File: src/design/ats_pkg.sv
`default_nettype none
package ats_pkg;

   localparam int STACK_DEPTH = 16;
   localparam int LVL_W = $clog2(STACK_DEPTH + 1);
   localparam int SLOT_W = (STACK_DEPTH > 1) ? $clog2(STACK_DEPTH) : 1;
   localparam int MEM_DEPTH = STACK_DEPTH * 8;
   localparam int MEM_AW = $clog2(MEM_DEPTH);
   localparam logic [31:0] FP_ONE = 32'd65536;

   localparam logic [3:0] CMD_INIT = 4'd0;
   localparam logic [3:0] CMD_RESET = 4'd1;
   localparam logic [3:0] CMD_PUSH = 4'd2;
   localparam logic [3:0] CMD_POP = 4'd3;
   localparam logic [3:0] CMD_TRANSLATE = 4'd4;
   localparam logic [3:0] CMD_ROTATE = 4'd5;
   localparam logic [3:0] CMD_SCALE = 4'd6;
   localparam logic [3:0] CMD_ROT_ABOUT = 4'd7;
   localparam logic [3:0] CMD_SET = 4'd8;
   localparam logic [3:0] CMD_GET = 4'd9;
   localparam logic [3:0] CMD_POINT = 4'd10;

   localparam logic [1:0] ST_OK = 2'd0;
   localparam logic [1:0] ST_FULL = 2'd1;
   localparam logic [1:0] ST_EMPTY = 2'd2;

   typedef struct packed {
      logic [3:0] cmd;
      logic signed [15:0] pos_x;
      logic signed [15:0] pos_y;
      logic signed [15:0] angle_deg;
      logic signed [31:0] factor_x;
      logic signed [31:0] factor_y;
      logic [2:0] elem_index;
      logic signed [31:0] elem_value;
   } req_type;

   typedef struct packed {
      logic signed [15:0] out_x;
      logic signed [15:0] out_y;
      logic signed [31:0] elem_out;
      logic [1:0] status;
      logic [4:0] stack_level_out;
   } rsp_type;

   // operand kinds for a post-multiply pass
   typedef enum logic [1:0] {
      OP_TRANS_POS = 2'd0,
      OP_TRANS_NEG = 2'd1,
      OP_ROTATE = 2'd2,
      OP_SCALE = 2'd3
   } op_kind_type;

   typedef struct packed {
      logic load_req;
      logic set_ident;
      logic clear_level;
      logic mac_start;
      op_kind_type op_kind;
      logic point_start;
      logic do_set;
      logic do_get;
      logic push_start;
      logic pop_start;
      logic rsp_load;
   } cmd_type;

   typedef struct packed {
      logic mac_done;
      logic move_done;
      logic full;
      logic empty;
   } sts_type;

   function automatic logic [15:0] quarter_sine(input logic [6:0] d);
      logic [15:0] t [0:90];
      t = '{16'd0, 16'd1143, 16'd2287, 16'd3429, 16'd4571, 16'd5711, 16'd6850,
         16'd7986, 16'd9120, 16'd10252, 16'd11380, 16'd12504, 16'd13625, 16'd14742,
         16'd15854, 16'd16961, 16'd18064, 16'd19160, 16'd20251, 16'd21336, 16'd22414,
         16'd23486, 16'd24550, 16'd25606, 16'd26655, 16'd27696, 16'd28729, 16'd29752,
         16'd30767, 16'd31772, 16'd32768, 16'd33753, 16'd34728, 16'd35693, 16'd36647,
         16'd37589, 16'd38521, 16'd39440, 16'd40347, 16'd41243, 16'd42125, 16'd42995,
         16'd43852, 16'd44695, 16'd45525, 16'd46340, 16'd47142, 16'd47930, 16'd48702,
         16'd49460, 16'd50203, 16'd50931, 16'd51643, 16'd52339, 16'd53019, 16'd53683,
         16'd54331, 16'd54963, 16'd55577, 16'd56175, 16'd56755, 16'd57319, 16'd57864,
         16'd58393, 16'd58903, 16'd59395, 16'd59870, 16'd60326, 16'd60763, 16'd61183,
         16'd61583, 16'd61965, 16'd62328, 16'd62672, 16'd62997, 16'd63302, 16'd63589,
         16'd63856, 16'd64103, 16'd64331, 16'd64540, 16'd64729, 16'd64898, 16'd65047,
         16'd65176, 16'd65286, 16'd65376, 16'd65446, 16'd65496, 16'd65526, 16'd0};
      if (d >= 7'd90) return 16'd0;
      return t[d];
   endfunction

   // sine in 16.16 of a degree already reduced to 0..359
   function automatic logic [31:0] sine_deg(input logic [8:0] d);
      logic [31:0] q;
      q = 32'd0;
      if (d == 9'd90 || d == 9'd270) q = FP_ONE;
      else if (d < 9'd90) q = {16'd0, quarter_sine(d[6:0])};
      else if (d < 9'd180) q = {16'd0, quarter_sine(7'(9'd180 - d))};
      else if (d < 9'd270) q = {16'd0, quarter_sine(7'(d - 9'd180))};
      else q = {16'd0, quarter_sine(7'(9'd360 - d))};
      if (d > 9'd180) q = 32'd0 - q;
      return q;
   endfunction

endpackage
`default_nettype wire

File: src/design/ats_control.sv
`default_nettype none
module ats_control
   import ats_pkg::*;
(
   input wire logic clock,
   input wire logic reset,
   input wire logic req_valid,
   output logic req_stall,
   output logic rsp_valid,
   input wire logic rsp_stall,
   input wire logic [3:0] req_cmd,
   input wire sts_type sts,
   output cmd_type ctl
);
   typedef enum logic [6:0] {
      S_IDLE = 7'b0000001,
      S_DECODE = 7'b0000010,
      S_MAC1 = 7'b0000100,
      S_MAC2 = 7'b0001000,
      S_MAC3 = 7'b0010000,
      S_WAIT = 7'b0100000,
      S_DONE = 7'b1000000
   } state_type;

   state_type state_ff, state_in;
   logic [3:0] cmd_ff;
   logic rsp_valid_ff, rsp_valid_in;
   logic take;

   assign take = req_valid && !req_stall;
   assign req_stall = (state_ff != S_IDLE);
   assign rsp_valid = rsp_valid_ff;

   always_comb begin
      state_in = state_ff;
      rsp_valid_in = rsp_valid_ff && rsp_stall;
      ctl = '0;
      ctl.load_req = take;
      case (state_ff)
         S_IDLE: if (take) state_in = S_DECODE;
         S_DECODE: begin
            state_in = S_DONE;
            case (cmd_ff)
               CMD_INIT: begin ctl.set_ident = 1'b1; ctl.clear_level = 1'b1; end
               CMD_RESET: ctl.set_ident = 1'b1;
               CMD_PUSH: if (!sts.full) begin ctl.push_start = 1'b1; state_in = S_WAIT; end
               CMD_POP: if (!sts.empty) begin ctl.pop_start = 1'b1; state_in = S_WAIT; end
               CMD_TRANSLATE: begin
                  ctl.mac_start = 1'b1; ctl.op_kind = OP_TRANS_POS; state_in = S_WAIT;
               end
               CMD_ROTATE: begin
                  ctl.mac_start = 1'b1; ctl.op_kind = OP_ROTATE; state_in = S_WAIT;
               end
               CMD_SCALE: begin
                  ctl.mac_start = 1'b1; ctl.op_kind = OP_SCALE; state_in = S_WAIT;
               end
               CMD_ROT_ABOUT: begin
                  ctl.mac_start = 1'b1; ctl.op_kind = OP_TRANS_POS; state_in = S_MAC1;
               end
               CMD_SET: ctl.do_set = 1'b1;
               CMD_GET: ctl.do_get = 1'b1;
               CMD_POINT: begin ctl.point_start = 1'b1; state_in = S_WAIT; end
               default: ;
            endcase
         end
         S_MAC1: if (sts.mac_done) begin
            ctl.mac_start = 1'b1; ctl.op_kind = OP_ROTATE; state_in = S_MAC2;
         end
         S_MAC2: if (sts.mac_done) begin
            ctl.mac_start = 1'b1; ctl.op_kind = OP_TRANS_NEG; state_in = S_WAIT;
         end
         S_MAC3: state_in = S_WAIT;
         S_WAIT: if (sts.mac_done || sts.move_done) state_in = S_DONE;
         S_DONE: if (!rsp_valid_ff || !rsp_stall) begin
            ctl.rsp_load = 1'b1;
            rsp_valid_in = 1'b1;
            state_in = S_IDLE;
         end
         default: state_in = S_IDLE;
      endcase
   end

   always_ff @(posedge clock) begin
      if (reset) begin
         state_ff <= S_IDLE;
         rsp_valid_ff <= 1'b0;
      end else begin
         state_ff <= state_in;
         rsp_valid_ff <= rsp_valid_in;
      end
      if (take) cmd_ff <= req_cmd;
   end

   a_onehot: assert property (@(posedge clock) disable iff (reset) $onehot(state_ff))
      else $error("state not one-hot");
   a_hold: assert property (@(posedge clock) disable iff (reset)
      rsp_valid && rsp_stall |=> rsp_valid) else $error("response dropped");
   a_one_start: assert property (@(posedge clock) disable iff (reset)
      !(ctl.mac_start && ctl.push_start)) else $error("two starts");
endmodule
`default_nettype wire
File: config.mk
export PLATFORM = sky130hd
export DESIGN_NAME = ats_control
export DESIGN_NICKNAME = d
export VERILOG_FILES = /design/src/design/ats_pkg.sv /design/src/design/ats_control.sv
export SDC_FILE = /design/constraint.sdc
export NUM_CORES = 1
export LEC_CHECK = 0
export BUFFER_PORTS_ARGS = -buffer_cell sky130_fd_sc_hd__buf_4
export CORE_MARGIN = 2
export CORE_UTILIZATION = 52
export CTS_CLUSTER_SIZE = 14
export DETAILED_ROUTE_END_ITERATION = 8
export GPL_ROUTABILITY_DRIVEN = 0
export PLACE_DENSITY_LB_ADDON = 0.3
export REMOVE_ABC_BUFFERS = 1
export SLEW_MARGIN = 0
export SYNTH_ARGS = -nofsm -noshare
export SYNTH_HDL_FRONTEND = slang
export SYNTH_SLANG_ARGS = --single-unit
File: constraint.sdc
create_clock -name clock -period 3.55 [get_ports clock]
set_clock_uncertainty 0.2 [all_clocks]
set_input_delay 0.71 -clock clock [delete_from_list [all_inputs] [get_ports clock]]
set_output_delay 0.71 -clock clock [all_outputs]
set_load 0.1 [all_outputs]
==> impl_metrics.tcl, run 1 <==
set metrics [dict create \
    layout_commonest_cell "sky130_fd_sc_hd__buf_4" \
    clk_transition_reported_paths_ps 80 \
    powerDensity_nw_per_um2 594 \
    route.final.wire_length_um 1910 \
    yosys_warnings 0 \
    layout_worst_path_cycle_share_pct 88.1 \
    preCtsSetupSlack_ps 742 \
    num_io_pins 26 \
    drt_pre_antenna_iters 4 \
    synth-seq-area-share_pct 33.2 \
    worst_slew_pin_slew_ps 622 \
    layout_min_cycle_time_ps 3130 \
    synthesis.instances 95 \
    fmax_mhz 320 \
    track_usage_pct 25.4 \
    design_power_total_mw 0.586 \
    first_global_vias 744 \
    fin_nets 130 \
    maxCapViolCount 0 \
    first_iter_violations 24 \
    cp_arrival_ps 2220 \
    postSynthAreaPerCell_sq_um 8.26 \
    ys_seq_elements 11 \
    clock_buffers_created_by_tritoncts 3 \
    globalRouteOverflowTotal 0 \
    dp_hpwl_um 1400 \
    grt_start_max_net_pins 11 \
    timing.critical_path.max_delay_family "simple AND/OR/NAND/NOR gates" \
    n_antenna_cell 0 \
    total_die_area_sq_um 1840 \
    cpPeakStageDelay_ps 610 \
    wire_length_of_the_first_global_routing_pass_um 3310 \
    final-hold-violation-count 0 \
    post-cts-setup-buffer-count 0 \
    final-setup-viol-count 0 \
    fp-row-count 14 \
    finish.cell_count_without_fillers 133 \
    maxSlewHeadroom_pct 58.2 \
    static-leakage-power_nw 0.394 \
    placed_area_sq_um 960 \
    ys_types 43 \
    netlist_area_sq_um 785 \
    smallest_setup_slack_after_layout_ps 423 \
    clk_sinks 11 \
    clk-insertion-delay-late_ps 280 \
    setup_total_negative_slack_ps 0 \
    hold_path.class "flop to flop" \
    mostFrequentLayoutCells "sky130_fd_sc_hd__buf_4 (25), sky130_fd_sc_hd__nand2_1 (9), sky130_fd_sc_hd__nor2_1 (9)" \
    core-area_sq_um 1450 \
    critPathKind "flop to primary output" \
    path_buf_inv 1 \
    cts_repair_resize_count 0 \
    start_kind "flop" \
    ant_nets 0 \
    effective_utilization_at_floorplan_pct 54.0 \
    post_route_cells_drive_above_1_share_pct 29.1 \
    crit_required_ps 2640 \
    multiInputGateArea_sq_um 480 \
    timing.critical_path.to_type "primary output" \
    final_cell_area_sq_um 987 \
    tritoncts_clock_tree "yes" \
    post_synth_main_area_contributors "sky130_fd_sc_hd__dfxtp_1 (18%), sky130_fd_sc_hd__edfxtp_1 (15%), sky130_fd_sc_hd__nor3_1 (4.5%), sky130_fd_sc_hd__nand2_1 (4.3%), sky130_fd_sc_hd__nor2_1 (4.3%)" \
    grt_setup_unrepaired "false" \
    dpl.cell_count 129 \
    hold_slack_ps 301 \
    post_layout_util_pct 67.9 \
    die-width_um 42.8 \
    die_height_um 42.8 \
    post_drt_wl_per_cell_um 14.4 \
    final-max-slew-violation-count 0 \
    post_drt_via_cell_ratio 6.02 \
    clock_tree_buffer_depth 2 \
    vdd.ir_drop.worst_uv 657 \
    drc 0 \
    portBuffers 25 \
    timing.critical_path.fanout_max 7 \
    filler_cell_count 126 \
    path_cells "nor4_1 > nand3_1 > nor2_1 > buf_4" \
    outcome "complete, no violations" \
    post-synth-top-area-fraction_pct 17.9 \
    post_cts_hold_buffer_count 0 \
    antenna_found_initial 0 \
    cp_slowest_cell "sky130_fd_sc_hd__nor4_1" \
    yosysTopAreaCell "sky130_fd_sc_hd__dfxtp_1" \
    area_growth_pct 25.8 \
    cts.root.buffer_cell "sky130_fd_sc_hd__clkbuf_4" \
    cts-htree-levels 1 \
    via_count 801 \
    area.sequential_sq_um 260 \
]
[per-layer routing]
| layer | track usage [%] | vias to the layer above | wire length [um] | part of all wire, % |
|---|---|---|---|---|
| met4 | 17.5 | 0 | 56 | 2.9 |
| met1 | 30.5 | 365 | 789 | 41 |
| met2 | 38.2 | 35 | 923 | 48 |
| li1 | - | 395 | - | - |
| met5 | 0 | - | 0 | 0 |
| met3 | 8.09 | 6 | 140 | 7.3 |
[flip-flops by register name, summed over array words and instances, names as in the netlist]
name,count
rsp_valid,1
cmd_ff,4
state_ff,6
[where the power goes]
group	total (mW)	switching (mW)	internal [mW]	leakage [nW]
clock network	0.0894	0.0476	0.0418	0.0177
logic	0.283	0.196	0.0875	0.281
registers	0.213	0.0556	0.158	0.0947
total	0.586	0.299	0.287	0.394
[worst paths after layout]
kind / startpoint / to / slack, ps / depth (start not counted)
setup / recovery: state_ff[2] / ctl[11] / 420 / 4
hold / removal: rsp_valid / rsp_valid / 300 / 2
setup reg to reg: state_ff[2] / cmd_ff[2] / 1440 / 3
hold reg to reg: rsp_valid / rsp_valid / 300 / 2
[logic make-up (layout without fill, tap and decap cells)]
| group | count (synthesis) | in the layout | synth area share, % |
|---|---|---|---|
| DFF | 11 | 11 | 33.2 |
| buffers and inverters | 10 | 32 | 5.58 |
| xor gates and xnor gates | 3 | 3 | 3.35 |
| and+or+nand+nor | 51 | 51 | 38.9 |
| AOI/OAI and AO/OA | 19 | 19 | 17.7 |
| muxes | 1 | 1 | 1.28 |
[worst reg2reg max path: stages (launching register included)]
cell                      delay [ps]
sky130_fd_sc_hd__dfxtp_1         390
sky130_fd_sc_hd__nor4_1          610
sky130_fd_sc_hd__nand3_1         220
sky130_fd_sc_hd__nor2_1          360
[Yosys cell counts, drive strengths merged]
master and n:
a211o 1, a211oi 2, a21oi 2, a221oi 2
a22oi 1, a31oi 1, a32oi 1, and2 2
and2b 1, buf 4, clkbuf 3, dfxtp 7
edfxtp 4, inv 3, mux2i 1, nand2 9
nand2b 2, nand3 3, nand3b 2, nand4 2
nand4b 1, nand4bb 1, nor2 9, nor2b 3
nor3 7, nor3b 2, nor4 3, o2111a 1
o211ai 1, o21ai 5, o22a 1, o22ai 1
or3 2, or4 1, or4b 1, xnor2 1
xor2 2
[final cells by class]
class / instances / share of cell area, %
inverter: 3 / 1.14
tap: 16 / 2.03
clock inverter: 1 / 0.507
timing repair buffer: 25 / 19.0
multi-input combinational: 74 / 48.7
sequential: 11 / 26.4
clock buffer: 3 / 2.28
(Power assumes the default switching activity.)
==> run 2, diff against run 1 <==
--- a/config.mk
+++ b/config.mk
@@ -5,12 +5,14 @@
 export SDC_FILE = /design/constraint.sdc
 export NUM_CORES = 1
 export LEC_CHECK = 0
+export ABC_AREA = 1
 export BUFFER_PORTS_ARGS = -buffer_cell sky130_fd_sc_hd__buf_4
 export CORE_MARGIN = 2
 export CORE_UTILIZATION = 52
 export CTS_CLUSTER_SIZE = 14
 export DETAILED_ROUTE_END_ITERATION = 8
 export GPL_ROUTABILITY_DRIVEN = 0
+export GPL_TIMING_DRIVEN = 0
 export PLACE_DENSITY_LB_ADDON = 0.3
 export REMOVE_ABC_BUFFERS = 1
 export SLEW_MARGIN = 0
==> run 2 against run 1 <==
  * Sequential share of layout area is 0.30 points lower
  * Critical path depth is 2 higher
  * Worst hold slack better by 5.7 ps
==> impl_metrics.tcl, run 2 <==
set metrics [dict create \
    outcome "complete, no violations" \
    start_kind "flop" \
    clk_transition_reported_paths_ps 70 \
    powerDensity_nw_per_um2 328 \
    reg2reg_setup_slack_ps 1970 \
    post-cts-setup-buffer-count 0 \
    total_die_area_sq_um 1830 \
    synthesis.instances 119 \
    layout_commonest_cell "sky130_fd_sc_hd__nand2_1" \
    async_flop_share_pct 0 \
    simple_gate_portion_of_the_synthesized_area_pct 43.9 \
    synthFlopType "sky130_fd_sc_hd__dfxtp_1" \
    tritoncts_clock_tree "yes" \
    ant_nets 0 \
    postSynthAreaPerCell_sq_um 6.56 \
    post_drt_via_cell_ratio 5.20 \
    area_growth_pct 27.9 \
    fp-row-count 13 \
    track_usage_pct 21.8 \
    timing.critical_path.fanout_max 9 \
    portBuffers 25 \
    effective_utilization_at_floorplan_pct 57.8 \
    clk-insertion-delay-late_ps 260 \
    post_drt_wl_per_cell_um 10.9 \
    yosysTopAreaCell "sky130_fd_sc_hd__dfxtp_1" \
    post_cts_hold_buffer_count 0 \
    cts_repair_resize_count 0 \
    ys_seq_elements 11 \
    post_synth_edffs 4 \
    static-leakage-power_nw 0.541 \
    final-setup-viol-count 0 \
    via_count 838 \
    route.final.wire_length_um 1760 \
    synth_adder_area_share_pct 0 \
    worst_slew_pin_slew_ps 349 \
    die_height_um 42.8 \
    hold_path.class "flop to flop" \
    first_iter_violations 18 \
    worst_r2r_startpoint "state_ff[5]" \
    num_io_pins 26 \
    vdd.ir_drop.worst_uv 283 \
    cp_arrival_ps 1830 \
    largest_register "state_ff" \
    grt_setup_unrepaired "false" \
    crit_required_ps 2640 \
    post_layout_util_pct 74.0 \
    design_power_total_mw 0.327 \
    ys_types 25 \
    ff2ff_path_depth 3 \
    first_global_vias 794 \
    maxCapViolCount 0 \
    filler_cell_count 118 \
    timing.critical_path.to_type "primary output" \
    critical_path.reg2reg.endpoint "cmd_ff[0]" \
    synth_xor_xnor_area_share_pct 0 \
    yosys_warnings 0 \
    synth-seq-area-share_pct 33.3 \
    maxSlewHeadroom_pct 76.7 \
    final-max-slew-violation-count 0 \
    post-synth-top-area-fraction_pct 17.9 \
    wire_length_of_the_first_global_routing_pass_um 3130 \
    clock_tree_buffer_depth 2 \
    post_synth_main_area_contributors "sky130_fd_sc_hd__dfxtp_1 (18%), sky130_fd_sc_hd__edfxtp_1 (15%), sky130_fd_sc_hd__nand2_1 (14%), sky130_fd_sc_hd__inv_1 (8.7%), sky130_fd_sc_hd__nor2_1 (7.7%)" \
    critPathKind "flop to primary output" \
    globalRouteOverflowTotal 0 \
    grt_start_max_net_pins 10 \
    synth_compound_area_share_pct 10.1 \
    yosys-top-cells-count "sky130_fd_sc_hd__nand2_1 (29), sky130_fd_sc_hd__inv_1 (18), sky130_fd_sc_hd__nor2_1 (16), sky130_fd_sc_hd__dfxtp_1 (7), sky130_fd_sc_hd__nand3_1 (6)" \
    cts-htree-levels 1 \
    dp_hpwl_um 1490 \
    netlist_area_sq_um 781 \
    cts.root.buffer_cell "sky130_fd_sc_hd__clkbuf_4" \
    synth_mux_area_share_pct 0 \
    layout_worst_path_cycle_share_pct 77.1 \
    die-width_um 42.8 \
    timing.hold.worst.start "rsp_valid" \
    placed_area_sq_um 972 \
    fmax_mhz 365 \
    final-hold-violation-count 0 \
    hold_path_depth 2 \
    yosysMostFrequentCell "sky130_fd_sc_hd__nand2_1" \
    drt_pre_antenna_iters 4 \
    synth_top_family_by_area "simple AND/OR/NAND/NOR gates" \
    core-area_sq_um 1350 \
    drc 0 \
    mostFrequentLayoutCells "sky130_fd_sc_hd__nand2_1 (29), sky130_fd_sc_hd__buf_4 (25), sky130_fd_sc_hd__inv_1 (18)" \
    clock_buffers_created_by_tritoncts 3 \
    final_cell_area_sq_um 998 \
    min_delay_worst_endpoint "rsp_valid" \
    post_route_cells_drive_above_1_share_pct 32.2 \
    clk_sinks 11 \
    largest_reg_flops 6 \
    n_antenna_cell 0 \
    fin_nets 159 \
    antenna_found_initial 0 \
    layout_min_cycle_time_ps 2740 \
]
==> run 2: cell count changes after synthesis, moves of 3 or more <==
cell,before,now
sky130_fd_sc_hd__nand2_1,9,29
sky130_fd_sc_hd__o21ai_0,5,2
sky130_fd_sc_hd__nor3_1,7,4
sky130_fd_sc_hd__nor2_1,9,16
sky130_fd_sc_hd__nor2_2,0,5
sky130_fd_sc_hd__inv_1,3,18
sky130_fd_sc_hd__inv_2,0,3
sky130_fd_sc_hd__nand2_2,0,4
sky130_fd_sc_hd__nand3_1,3,6
sky130_fd_sc_hd__clkbuf_1,3,0
sky130_fd_sc_hd__nor2b_1,3,0
==> run 2: cell families (layout without fill, tap and decap cells) <==
family | count (synthesis) | count (layout)
AO/OA/AOI/OAI | 12 | 12
AND/OR/NAND/NOR | 72 | 72
flip-flops | 11 | 11
buffers and inverters | 24 | 51
==> run 2: final cells by class <==
type                            count  area [sq um]  area share (%)
Multi-Input combinational cell     84           422            42.2
Sequential cell                    11           260            26.1
Timing Repair Buffer               25           188            18.8
Inverter                           22          83.8            8.40
Clock buffer                        4          26.3            2.63
Tap cell                           15          18.8            1.88
==> run 2: critical path, stage by stage (launching register included) <==
cell and delay [ps]:
sky130_fd_sc_hd__dfxtp_1 350, sky130_fd_sc_hd__nor2_2 190, sky130_fd_sc_hd__nand4_2 260, sky130_fd_sc_hd__clkinv_2 150, sky130_fd_sc_hd__nand3_1 110, sky130_fd_sc_hd__nor3_1 180
sky130_fd_sc_hd__buf_4 330
==> run 2: report_power, final <==
part	internal (mW)	switching [mW]
combinational	0.0279	0.0717
sequential	0.139	0.00646
clock	0.0434	0.0394
total	0.210	0.118
==> run 2: worst max-delay path by stage <==
stage | start | end | cells past startpoint
floorplan | state_ff[5] | ctl[9] | 3
global placement | req_valid | ctl[11] | 4
detailed placement | state_ff[5] | ctl[4] | 6
CTS | state_ff[5] | ctl[4] | 6
global route | state_ff[5] | ctl[3] | 6
finish | state_ff[5] | ctl[4] | 6
==> run 2: per-stage QoR <==
stage | TNS [ps] | worst slack [ps] | instances | hold slack, ps
final | 0 | 813 | 161 | 306
after global routing | 0 | 688 | 161 | 329
after CTS | 0 | 836 | 161 | 311
after detailed placement | 0 | 1130 | 157 | 298
after global placement | 0 | 1150 | 157 | 276
after floorplan | -3250 | -896 | 117 | 281
==> run 2: metal layers <==
metal  share of wire [%]  track usage (%)  up-vias
met4                 1.1             8.75        0
met5                   0                0        -
met3                 3.6             2.13        4
met1                  44             26.0      382
met2                  51             39.4       21
li1                    -                -      431
==> run 3, diff against run 2 <==
--- a/config.mk
+++ b/config.mk
@@ -8,7 +8,7 @@
 export ABC_AREA = 1
 export BUFFER_PORTS_ARGS = -buffer_cell sky130_fd_sc_hd__buf_4
 export CORE_MARGIN = 2
-export CORE_UTILIZATION = 52
+export CORE_UTILIZATION = 44
 export CTS_CLUSTER_SIZE = 14
 export DETAILED_ROUTE_END_ITERATION = 8
 export GPL_ROUTABILITY_DRIVEN = 0
==> constraint.sdc (replaced) <==
create_clock -name clock -period 2.4 [get_ports clock]
set_clock_uncertainty 0.2 [all_clocks]
set_input_delay 0.48 -clock clock [delete_from_list [all_inputs] [get_ports clock]]
set_output_delay 0.48 -clock clock [all_outputs]
set_load 0.1 [all_outputs]
==> run 3 against run 2 <==
  * Sequential power up 48%
  * Setup slack worse by 710 ps
  * Count of clock-buffer cells in the layout unchanged
  * Cell area up 7.4%
  * Routed wire length down 0.68%
  * Die area up 16%
  * Combinational power up 54%
  * Critical path depth down 2
  * Final cell count up 1.9%
  * First-iteration DRC count down 28%
  * Power up 53%
  * Global-route usage down 3.1 points
  * Largest power group unchanged
==> impl_metrics.tcl, run 3 (synthesized netlist as in run 2, its figures left out) <==
set metrics [dict create \
    outcome "complete, no violations" \
    area_growth_pct 37.3 \
    die-width_um 46.1 \
    antenna_found_initial 0 \
    critPathKind "flop to primary output" \
    cts-htree-levels 1 \
    final-max-slew-violation-count 0 \
    start_kind "flop" \
    worst_slew_pin_slew_ps 296 \
    drc 0 \
    wire_length_of_the_first_global_routing_pass_um 2880 \
    largest_register "state_ff" \
    fp-row-count 15 \
    powerDensity_nw_per_um2 468 \
    maxCapViolCount 0 \
    num_io_pins 26 \
    tritoncts_clock_tree "yes" \
    via_count 835 \
    largest_reg_flops 6 \
    cp_arrival_ps 1620 \
    timing.critical_path.to_type "primary output" \
    cts.root.buffer_cell "sky130_fd_sc_hd__clkbuf_4" \
    hold_path_depth 1 \
    portBuffers 25 \
    hold_path.class "primary input to flop" \
    final-hold-violation-count 0 \
    post_drt_via_cell_ratio 5.09 \
    total_die_area_sq_um 2130 \
    n_antenna_cell 0 \
    clk_transition_reported_paths_ps 80 \
    finish.cell_count_without_fillers 164 \
    final-setup-viol-count 0 \
    design_power_total_mw 0.502 \
    maxSlewHeadroom_pct 80.3 \
    track_usage_pct 18.8 \
    setup_total_negative_slack_ps 0 \
    p_switching_mw 0.188 \
    post_route_cells_drive_above_1_share_pct 35.4 \
    die_height_um 46.1 \
    reg2reg_setup_slack_ps 870 \
    layout_min_cycle_time_ps 2300 \
    multiInputGateArea_sq_um 463 \
    crit_required_ps 1720 \
    layout_commonest_cell "sky130_fd_sc_hd__nand2_1" \
    globalRouteOverflowTotal 0 \
    effective_utilization_at_floorplan_pct 46.2 \
    fin_nets 160 \
    dpl.cell_count 159 \
    clock_buffers_created_by_tritoncts 3 \
    seq_power_share_pct 42.9 \
    vdd.ir_drop.worst_uv 268 \
    grt_start_max_net_pins 10 \
    timing.critical_path.fanout_max 5 \
    mostFrequentLayoutCells "sky130_fd_sc_hd__nand2_1 (29), sky130_fd_sc_hd__buf_4 (22), sky130_fd_sc_hd__inv_1 (18)" \
    clock_tree_buffer_depth 2 \
    first_iter_violations 13 \
    ant_nets 0 \
    area.sequential_sq_um 260 \
    post_drt_wl_per_cell_um 10.6 \
    filler_cell_count 153 \
    core-area_sq_um 1690 \
    fmax_mhz 435 \
    route.final.wire_length_um 1750 \
    power.share.combinational_pct 30.5 \
    internal_power_consumption_mw 0.314 \
    post_layout_util_pct 63.5 \
    layout_worst_path_cycle_share_pct 95.9 \
    clk_sinks 11 \
    switching_share_pct 37.4 \
    dp_hpwl_um 1410 \
    static-leakage-power_nw 0.540 \
    share_clk_of_total_power_pct 26.7 \
    ff2ff_path_depth 10 \
    drt_pre_antenna_iters 6 \
    first_global_vias 700 \
    clk-insertion-delay-late_ps 280 \
]
-- run 3: cell count changes in the layout (fill, tap and decap cells not counted), moves of 2 or more --
cell                       change
sky130_fd_sc_hd__clkbuf_8      +3
sky130_fd_sc_hd__nor3_2        +2
sky130_fd_sc_hd__nor2_4        +3
sky130_fd_sc_hd__nor3_1        -2
sky130_fd_sc_hd__nor2_2        -2
sky130_fd_sc_hd__buf_4         -3
-- run 3: timing repair --
action / 4_1_cts / 5_1_grt
setup buffers: 0 / 1
gates resized for setup: 5 / 11
hold buffers: 0 / 0
setup endpoints to repair: 4 / 5
cloned: 0 / 0
-- run 3: critical path, cell delays in order (launching register included) --
cell,delay [ps]
sky130_fd_sc_hd__dfxtp_1,370
sky130_fd_sc_hd__nor2_4,160
sky130_fd_sc_hd__nand3_1,180
sky130_fd_sc_hd__nor2_2,280
sky130_fd_sc_hd__buf_4,350
-- run 3: final cells by class --
cell class	count	area share, %
Inverter	22	7.82
Clock buffer	4	2.45
Sequential cell	11	24.3
Tap cell	17	1.98
Timing Repair Buffer	26	20.3
Multi-Input combinational cell	84	43.2
-- run 3: final timing paths --
check | end | start
max reg2reg | state_ff[6] | cmd_ff[0]
min reg2reg | rsp_valid | rsp_valid
max | ctl[11] | state_ff[5]
min | cmd_ff[2] | req_cmd[2]
-- run 3: routing by layer --
layer  wire length (um)  track usage, %  up-vias  part of all wire [%]
li1                   -               -      436                     -
met1                764            24.2      354                    44
met2                810            29.4       40                    46
met3                134            4.31        5                   7.7
met4                 36            8.57        0                   2.1
met5                  0               0        -                     0
-- run 3: per-stage QoR --
step	cell area (sq um)	hold WS, ps	setup WS (ps)
floorplan	766	281	-1820
global placement	975	280	261
detailed placement	975	290	230
CTS	1030	176	36.9
global route	1070	173	-7.70
finish	1070	180	98.8
-- run 3: power groups by stage --
stage / Combinational [mW] / Clock [mW] / Sequential (mW)
after global placement: 0.142 / 0 / 0.218
after detailed placement: 0.145 / 0 / 0.219
after floorplan: 0.108 / 0 / 0.217
after CTS: 0.149 / 0.134 / 0.215
after global routing: 0.166 / 0.141 / 0.217
final: 0.153 / 0.134 / 0.215
